[config.mk]
export PLATFORM = sky130hd
export DESIGN_NAME = byte_stack_multiwidth
export DESIGN_NICKNAME = d
export VERILOG_FILES = /design/src/rtl/bsm_pkg.sv /design/src/rtl/bsm_bank.sv /design/src/rtl/byte_stack_multiwidth.sv
export SDC_FILE = /design/constraint.sdc
export NUM_CORES = 2
export LEC_CHECK = 0
export BUFFER_PORTS_ARGS = -buffer_cell sky130_fd_sc_hd__buf_2
export CAP_MARGIN = 20
export CELL_PAD_IN_SITES_DETAIL_PLACEMENT = 1
export CELL_PAD_IN_SITES_GLOBAL_PLACEMENT = 2
export CORE_MARGIN = 1.5
export CORE_UTILIZATION = 48
export DETAILED_ROUTE_END_ITERATION = 10
export MAX_ROUTING_LAYER = met4
export PLACE_DENSITY_LB_ADDON = 0.1
export SLEW_MARGIN = 10
export SYNTH_ARGS = -nofsm -noshare
export SYNTH_HDL_FRONTEND = slang
export SYNTH_HIERARCHICAL = 1
export SYNTH_SLANG_ARGS = --single-unit
export TNS_END_PERCENT = 5
[constraint.sdc]
create_clock -name i_clk -period 9.1 [get_ports i_clk]
set_input_delay 1.82 -clock i_clk [delete_from_list [all_inputs] [get_ports i_clk]]
set_output_delay 1.82 -clock i_clk [all_outputs]
set_load 0.05 [all_outputs]
[src/rtl/bsm_pkg.sv]
// ----------------------------------------------------------------------------
// bsm_pkg: shared types and codes for the byte-addressed stack
// Item layouts of both channels, status and operation codes, and the request
// that the control logic sends to each byte bank.
// ----------------------------------------------------------------------------
package bsm_pkg;

    // Operation codes.
    localparam logic OP_PUSH = 1'b0;
    localparam logic OP_POP  = 1'b1;

    // Status codes.
    localparam logic [1:0] ST_OK    = 2'd0;
    localparam logic [1:0] ST_OVER  = 2'd1;
    localparam logic [1:0] ST_UNDER = 2'd2;

    // One byte lane per byte of the widest item.
    localparam int NUM_BANKS  = 8;
    localparam int MAX_BYTES  = 8;

    // Input item.
    typedef struct packed {
        logic        op;
        logic [3:0]  byte_count;
        logic [63:0] push_value;
    } t_in_item;

    // Result item.
    typedef struct packed {
        logic [63:0] pop_value;
        logic [1:0]  status;
        logic [8:0]  fill_count;
    } t_out_item;

    // Access request to one bank.
    typedef struct packed {
        logic wr_en;
        logic rd_en;
    } t_bank_req;

endpackage

[src/rtl/bsm_bank.sv]
// ----------------------------------------------------------------------------
// bsm_bank: one byte lane of the stack store
// Single-port synchronous memory, one byte wide, with a registered read.
// ----------------------------------------------------------------------------
module bsm_bank #(
    parameter int ROWS = 32,
    parameter int RW   = 5
) (
    input  logic               i_clk,
    input  bsm_pkg::t_bank_req i_req,
    input  logic [RW-1:0]      i_row,
    input  logic [7:0]         i_wdata,
    output logic [7:0]         o_rdata
);

    logic [7:0] r_mem [ROWS];
    logic [7:0] r_rdata;

    // Write and registered read share the one port.
    always_ff @(posedge i_clk) begin
        if (i_req.wr_en) begin
            r_mem[i_row] <= i_wdata;
        end
        if (i_req.rd_en) begin
            r_rdata <= r_mem[i_row];
        end
    end

    assign o_rdata = r_rdata;

endmodule

[src/rtl/byte_stack_multiwidth.sv]
// ----------------------------------------------------------------------------
// byte_stack_multiwidth: byte-addressed last-in-first-out store
// Pushes or pops up to eight bytes per item, little-endian, in eight byte
// banks; refuses overflow and underflow and reports the fill count.
// ----------------------------------------------------------------------------
// A push loads the result register when it is accepted; a pop first passes the
// registered read of the byte banks. Throughput: one push per cycle while the
// result register is free or being emptied; after a pop the input is not ready until its result is loaded.
// Reset (synchronous): the fill count and the handshake state clear; the byte
// store is not cleared, since only bytes below the fill count are ever read.
// ----------------------------------------------------------------------------
module byte_stack_multiwidth #(
    parameter int DEPTH_BYTES = 256
) (
    input  logic                i_clk,
    input  logic                i_rst_n,
    input  logic                i_in_valid,
    output logic                o_in_ready,
    input  bsm_pkg::t_in_item   i_in_item,
    output logic                o_out_valid,
    input  logic                i_out_ready,
    output bsm_pkg::t_out_item  o_out_item
);

    localparam int HW   = $clog2(DEPTH_BYTES + 1);
    localparam int ROWS = (DEPTH_BYTES + bsm_pkg::NUM_BANKS - 1) / bsm_pkg::NUM_BANKS;
    localparam int RW   = (ROWS > 1) ? $clog2(ROWS) : 1;

    typedef logic [HW-1:0] t_held;

    localparam t_held DEPTH_H = t_held'(DEPTH_BYTES);

    // State codes.
    localparam logic S_IDLE = 1'b0;
    localparam logic S_READ = 1'b1;

    logic                r_state, n_state;
    t_held               r_held, n_held;
    logic                r_out_valid, n_out_valid;
    bsm_pkg::t_out_item  r_out, n_out;
    logic [2:0]          r_base_lo, n_base_lo;
    logic [3:0]          r_count, n_count;

    logic                accept;
    logic [3:0]          count_sat;
    t_held               count_h;
    t_held               base;
    logic                push_ok;
    logic                pop_ok;

    bsm_pkg::t_bank_req  bank_req   [bsm_pkg::NUM_BANKS];
    logic [RW-1:0]       bank_row   [bsm_pkg::NUM_BANKS];
    logic [7:0]          bank_wdata [bsm_pkg::NUM_BANKS];
    logic [7:0]          bank_rdata [bsm_pkg::NUM_BANKS];
    logic [63:0]         pop_data;

    // Ready while idle and the result register is free or being emptied.
    assign o_in_ready = (r_state == S_IDLE) && (!r_out_valid || i_out_ready);
    assign accept     = i_in_valid && o_in_ready;

    // Byte count above eight behaves as eight.
    assign count_sat = (i_in_item.byte_count > 4'(bsm_pkg::MAX_BYTES)) ?
                       4'(bsm_pkg::MAX_BYTES) : i_in_item.byte_count;
    assign count_h   = t_held'(count_sat);

    // Room and occupancy checks.
    assign push_ok = count_h <= (DEPTH_H - r_held);
    assign pop_ok  = r_held >= count_h;

    // Lowest address that the item touches.
    assign base = (i_in_item.op == bsm_pkg::OP_PUSH) ? r_held : (r_held - count_h);

    // Bank addressing: bank b holds the byte of the item at offset k.
    always_comb begin
        for (int b = 0; b < bsm_pkg::NUM_BANKS; b++) begin
            logic [2:0] k;
            logic       active;
            t_held      addr;
            k      = 3'(b) - base[2:0];
            active = {1'b0, k} < count_sat;
            addr   = base + t_held'(k);
            bank_row[b]     = RW'(addr >> 3);
            bank_wdata[b]   = i_in_item.push_value[8*k +: 8];
            bank_req[b].wr_en = accept && active &&
                                (i_in_item.op == bsm_pkg::OP_PUSH) && push_ok;
            bank_req[b].rd_en = accept && active &&
                                (i_in_item.op == bsm_pkg::OP_POP) && pop_ok;
        end
    end

    // Byte banks.
    for (genvar g = 0; g < bsm_pkg::NUM_BANKS; g++) begin : g_bank
        bsm_bank #(
            .ROWS (ROWS),
            .RW   (RW)
        ) u_bank (
            .i_clk   (i_clk),
            .i_req   (bank_req[g]),
            .i_row   (bank_row[g]),
            .i_wdata (bank_wdata[g]),
            .o_rdata (bank_rdata[g])
        );
    end

    // Reassemble popped bytes little-endian, zero above the byte count.
    always_comb begin
        pop_data = '0;
        for (int i = 0; i < bsm_pkg::MAX_BYTES; i++) begin
            logic [2:0] sel;
            sel = r_base_lo + 3'(i);
            if (4'(i) < r_count) begin
                pop_data[8*i +: 8] = bank_rdata[sel];
            end
        end
    end

    // Control: decide the item, update the fill count, load the result.
    always_comb begin
        n_state     = r_state;
        n_held      = r_held;
        n_out       = r_out;
        n_base_lo   = r_base_lo;
        n_count     = r_count;
        n_out_valid = r_out_valid && !i_out_ready;
        unique case (r_state)
            S_IDLE: begin
                if (accept) begin
                    if (i_in_item.op == bsm_pkg::OP_PUSH) begin
                        n_out.pop_value = '0;
                        if (push_ok) begin
                            n_held       = r_held + count_h;
                            n_out.status = bsm_pkg::ST_OK;
                        end else begin
                            n_out.status = bsm_pkg::ST_OVER;
                        end
                        n_out.fill_count = 9'(n_held);
                        n_out_valid      = 1'b1;
                    end else if (pop_ok) begin
                        n_held    = base;
                        n_base_lo = base[2:0];
                        n_count   = count_sat;
                        n_state   = S_READ;
                    end else begin
                        n_out.pop_value  = '0;
                        n_out.status     = bsm_pkg::ST_UNDER;
                        n_out.fill_count = 9'(r_held);
                        n_out_valid      = 1'b1;
                    end
                end
            end
            S_READ: begin
                n_out.pop_value  = pop_data;
                n_out.status     = bsm_pkg::ST_OK;
                n_out.fill_count = 9'(r_held);
                n_out_valid      = 1'b1;
                n_state          = S_IDLE;
            end
            default: begin
                n_state = S_IDLE;
            end
        endcase
    end

    // Control registers.
    always_ff @(posedge i_clk) begin
        if (!i_rst_n) begin
            r_state     <= S_IDLE;
            r_held      <= '0;
            r_out_valid <= 1'b0;
        end else begin
            r_state     <= n_state;
            r_held      <= n_held;
            r_out_valid <= n_out_valid;
        end
    end

    // Payload registers.
    always_ff @(posedge i_clk) begin
        r_out     <= n_out;
        r_base_lo <= n_base_lo;
        r_count   <= n_count;
    end

    assign o_out_valid = r_out_valid;
    assign o_out_item  = r_out;

endmodule
==> summary.txt <==
Run status
  • Status: finished clean

Synthesis
  • EDFF count, synth: 2,194
  • Cell variety after synth: 74
  • Primary FF master, synth: edfxtp_1
  • Synthesized area per cell: 16.25 sq um
  • Ys async rst share: 0%
  • Cell Area, Synth: 0.09204 sq mm
  • Post-synthesis sequential area ratio: 71.82%
  • Syn. warnings: 6
  • Seq cells post-synth: 2,205
  • Syn_nets: 5,779
  • Synth Instances: 5,665

Worst hold path
  • WHS Path Cells: 2
  • HP Class: flop to flop

Die
  • Initial core utilization: 48.35%
  • Die width: 440.9 um
  • Die span in y: 440.9 um
  • I/O pin count: 150
  • Rows: 160
  • Total die area: 0.1944 sq mm
  • Core area: 0.1904 sq mm

Drt
  • Via/cell ratio: 6.061
  • Post-Route WL: 263,200 um
  • Final ANT Viol Nets: 0
  • DRT Pass-1 Iters: 6
  • Detailed Route Iter0 Violations: 4,566
  • Post-DR wirelength/cell: 30.82 um
  • Number of remaining DRC errors: 0
  • Via count: 51,751

Setup path
  • Worst R2R Setup Slack: 3.01 ns
  • Critical Path Fanout Max: 13
  • Critical path class: input pin to flop
  • Critical path arrival: 7.58 ns
  • Worst Setup End Kind: flop
  • R2r worst-path depth: 15
  • Crit start category: input pin
  • Critical path required time: 9.67 ns

Placed design
  • Gpl congestion: 0.8769
  • DP Worst Slack: 1.192 ns
  • HPWL after DPL: 179,400 um
  • I/O Buffers: 149

STA
  • Final Skew: 0.04285 ns
  • Unrepaired setup endpoints after global routing: false
  • Final Hold Violating Endpoints: 0
  • Max Fclk: 0.1428 GHz
  • Final period util: 76.95%
  • Slew margin rel.: 24.44%
  • Worst-case setup margin in the final layout: 2.097 ns
  • Worst-Margin Slew: 1.128 ns
  • Fin Setup TNS: 0 ns
  • Final setup violation count: 0
  • Count of pins over their slew limit: 0
  • Crit path time final: 7.003 ns

Power
  • Leakage power total: 35.03 nW
  • Total power: 39.63 mW
  • Maximum vdd drop: 398.6 uV
  • Pwr/cell area: 385.3 mW/mm^2

Final layout
  • Final core occ: 54.01%
  • Layout cells sized above 1: 12.88%
  • Most common cell after layout, fill and taps aside: edfxtp_1
  • Synth-to-layout area growth: 11.72%
  • Commonest non-fill, non-tap cells in the layout: edfxtp_1 (2,194), mux2i_1 (1,175), o22ai_1 (508), nand2_1 (349), nor2_1 (294)
  • Final Net Count: 5,955

Clock tree
  • Num CTS Buffers: 222
  • Clk pin slew, worst setup/hold paths: 0.06 ns
  • CTS H-Tree Depth: 4
  • CTS sink cnt: 2,205
  • TritonCTS clock tree: done
  • Root buf cell: clkbuf_16
  • Hold-fix buffers, CTS: 0
  • Longest Clk Path Bufs: 3
  • Post-CTS Setup Bufs: 0
  • Skew-Pair Late Insertion Delay: 0.89 ns
  • CTS resizes: 0

Global route
  • First-pass GRT wire length: 376,100 um
  • Initial antenna violation count: 7
  • GRT Overall Usage: 27.66%
  • GR Overflow Total: 0
  • Largest net degree at the start of global routing: 127
  • Number of global-route vias before repair: 52,376

Job
  • Max-cap violations: 0
[final cells by class]
| cell class | count | area, sq um |
|---|---|---|
| fill | 17348 | 87550 |
| sequential | 2205 | 66100 |
| multi-input combinational | 3072 | 24410 |
| clock buffer | 280 | 5794 |
| tap | 2511 | 3142 |
| timing repair buffer | 300 | 1971 |
| clock inverter | 130 | 1255 |
| inverter | 40 | 155.1 |
| antenna | 1 | 2.502 |
[path summary, 6_finish.rpt]
path,startpoint,to
worst min-delay path,r_held[8]$_SDFFE_PN0P_,r_held[8]$_SDFFE_PN0P_
worst max register to register,r_held[0]$_SDFFE_PN0P_,g_bank[2].u_bank/r_mem[8][1]$_DFFE_PP_
worst min register to register,r_held[8]$_SDFFE_PN0P_,r_held[8]$_SDFFE_PN0P_
worst max-delay path,i_in_item[67],g_bank[0].u_bank/o_rdata[5]$_DFFE_PP_
[synth_stat cells, types with 36 or more instances]
cell	number	area, sq um
o22ai_1	508	3178
clkbuf_1	103	386.6
buf_2	189	945.9
nand2_1	349	1310
nor2_1	294	1104
mux2i_1	1175	11760
nand4bb_1	41	461.7
a21oi_1	70	350.3
nor3_1	36	180.2
xnor2_1	47	411.6
mux4_2	64	1441
ha_1	39	488.0
edfxtp_1	2194	65880
nor4_1	130	813.3
[power by group]
| group | switching [mW] | internal (mW) | total, mW | leakage (nW) |
|---|---|---|---|---|
| clock | 3.89 | 5.02 | 8.91 | 3.43 |
| sequential | 0.503 | 14.3 | 14.8 | 20.0 |
| combinational | 11.1 | 4.81 | 15.9 | 11.6 |
[state kept, by name (all words and copies together) (netlist names)]
| name | count |
|---|---|
| g_bank.u_bank/o_rdata | 64 |
| r_state | 1 |
| g_bank.u_bank/r_mem | 2048 |
| r_base_lo | 3 |
| o_out_valid | 1 |
| o_out_item | 75 |
| r_count | 4 |
| r_held | 9 |
[metal layers]
metal  global-route usage (%)  up-vias  wire length, um
li1                         -    22858                -
met1                    35.94    27202           111200
met2                    45.99     1357           133500
met3                    3.126      334            10790
met4                    8.120        0             7724
met5                        -        -                0
[critical path, cell delays in order]
cell and delay, ns:
buf_2 0.32, inv_1 0.14, nand2_1 0.30, ha_1 0.33, nor2b_1 0.16, o31a_1 0.33
or4_1 0.55, a221oi_2 0.64, buf_4 0.27, o21ai_0 0.15, xnor2_2 0.75, buf_4 0.33
nand4bb_1 0.38, o22ai_1 0.23, nor4_1 0.67, nand2_1 0.16
[per-stage QoR]
| step | cell area (sq um) | std cells | hold slack (ns) |
|---|---|---|---|
| 6_report | 102800 | 8539 | 0.5990 |
| 5_1_grt | 102800 | 8539 | 0.6265 |
| 4_1_cts | 102700 | 8521 | 0.5924 |
| 3_5_place_dp | 95620 | 8111 | 0.5823 |
| 3_3_place_gp | 95590 | 8107 | 0.5672 |
| 2_1_floorplan | 92040 | 5665 | 0.4985 |
[cells by family (layout without fill, tap and decap cells)]
family,after synthesis,count (layout),synth area share [%]
DFF,2205,2205,71.82
muxes,1259,1259,14.59
and+or+nand+nor,1063,1063,6.008
AOI/OAI and AO/OA,658,658,4.523
buffers and inverters,388,750,2.004
xor gates and xnor gates,51,51,0.4853
adders and majority gates,41,41,0.5737
other,0,1,0
(Power assumes the default switching activity.)
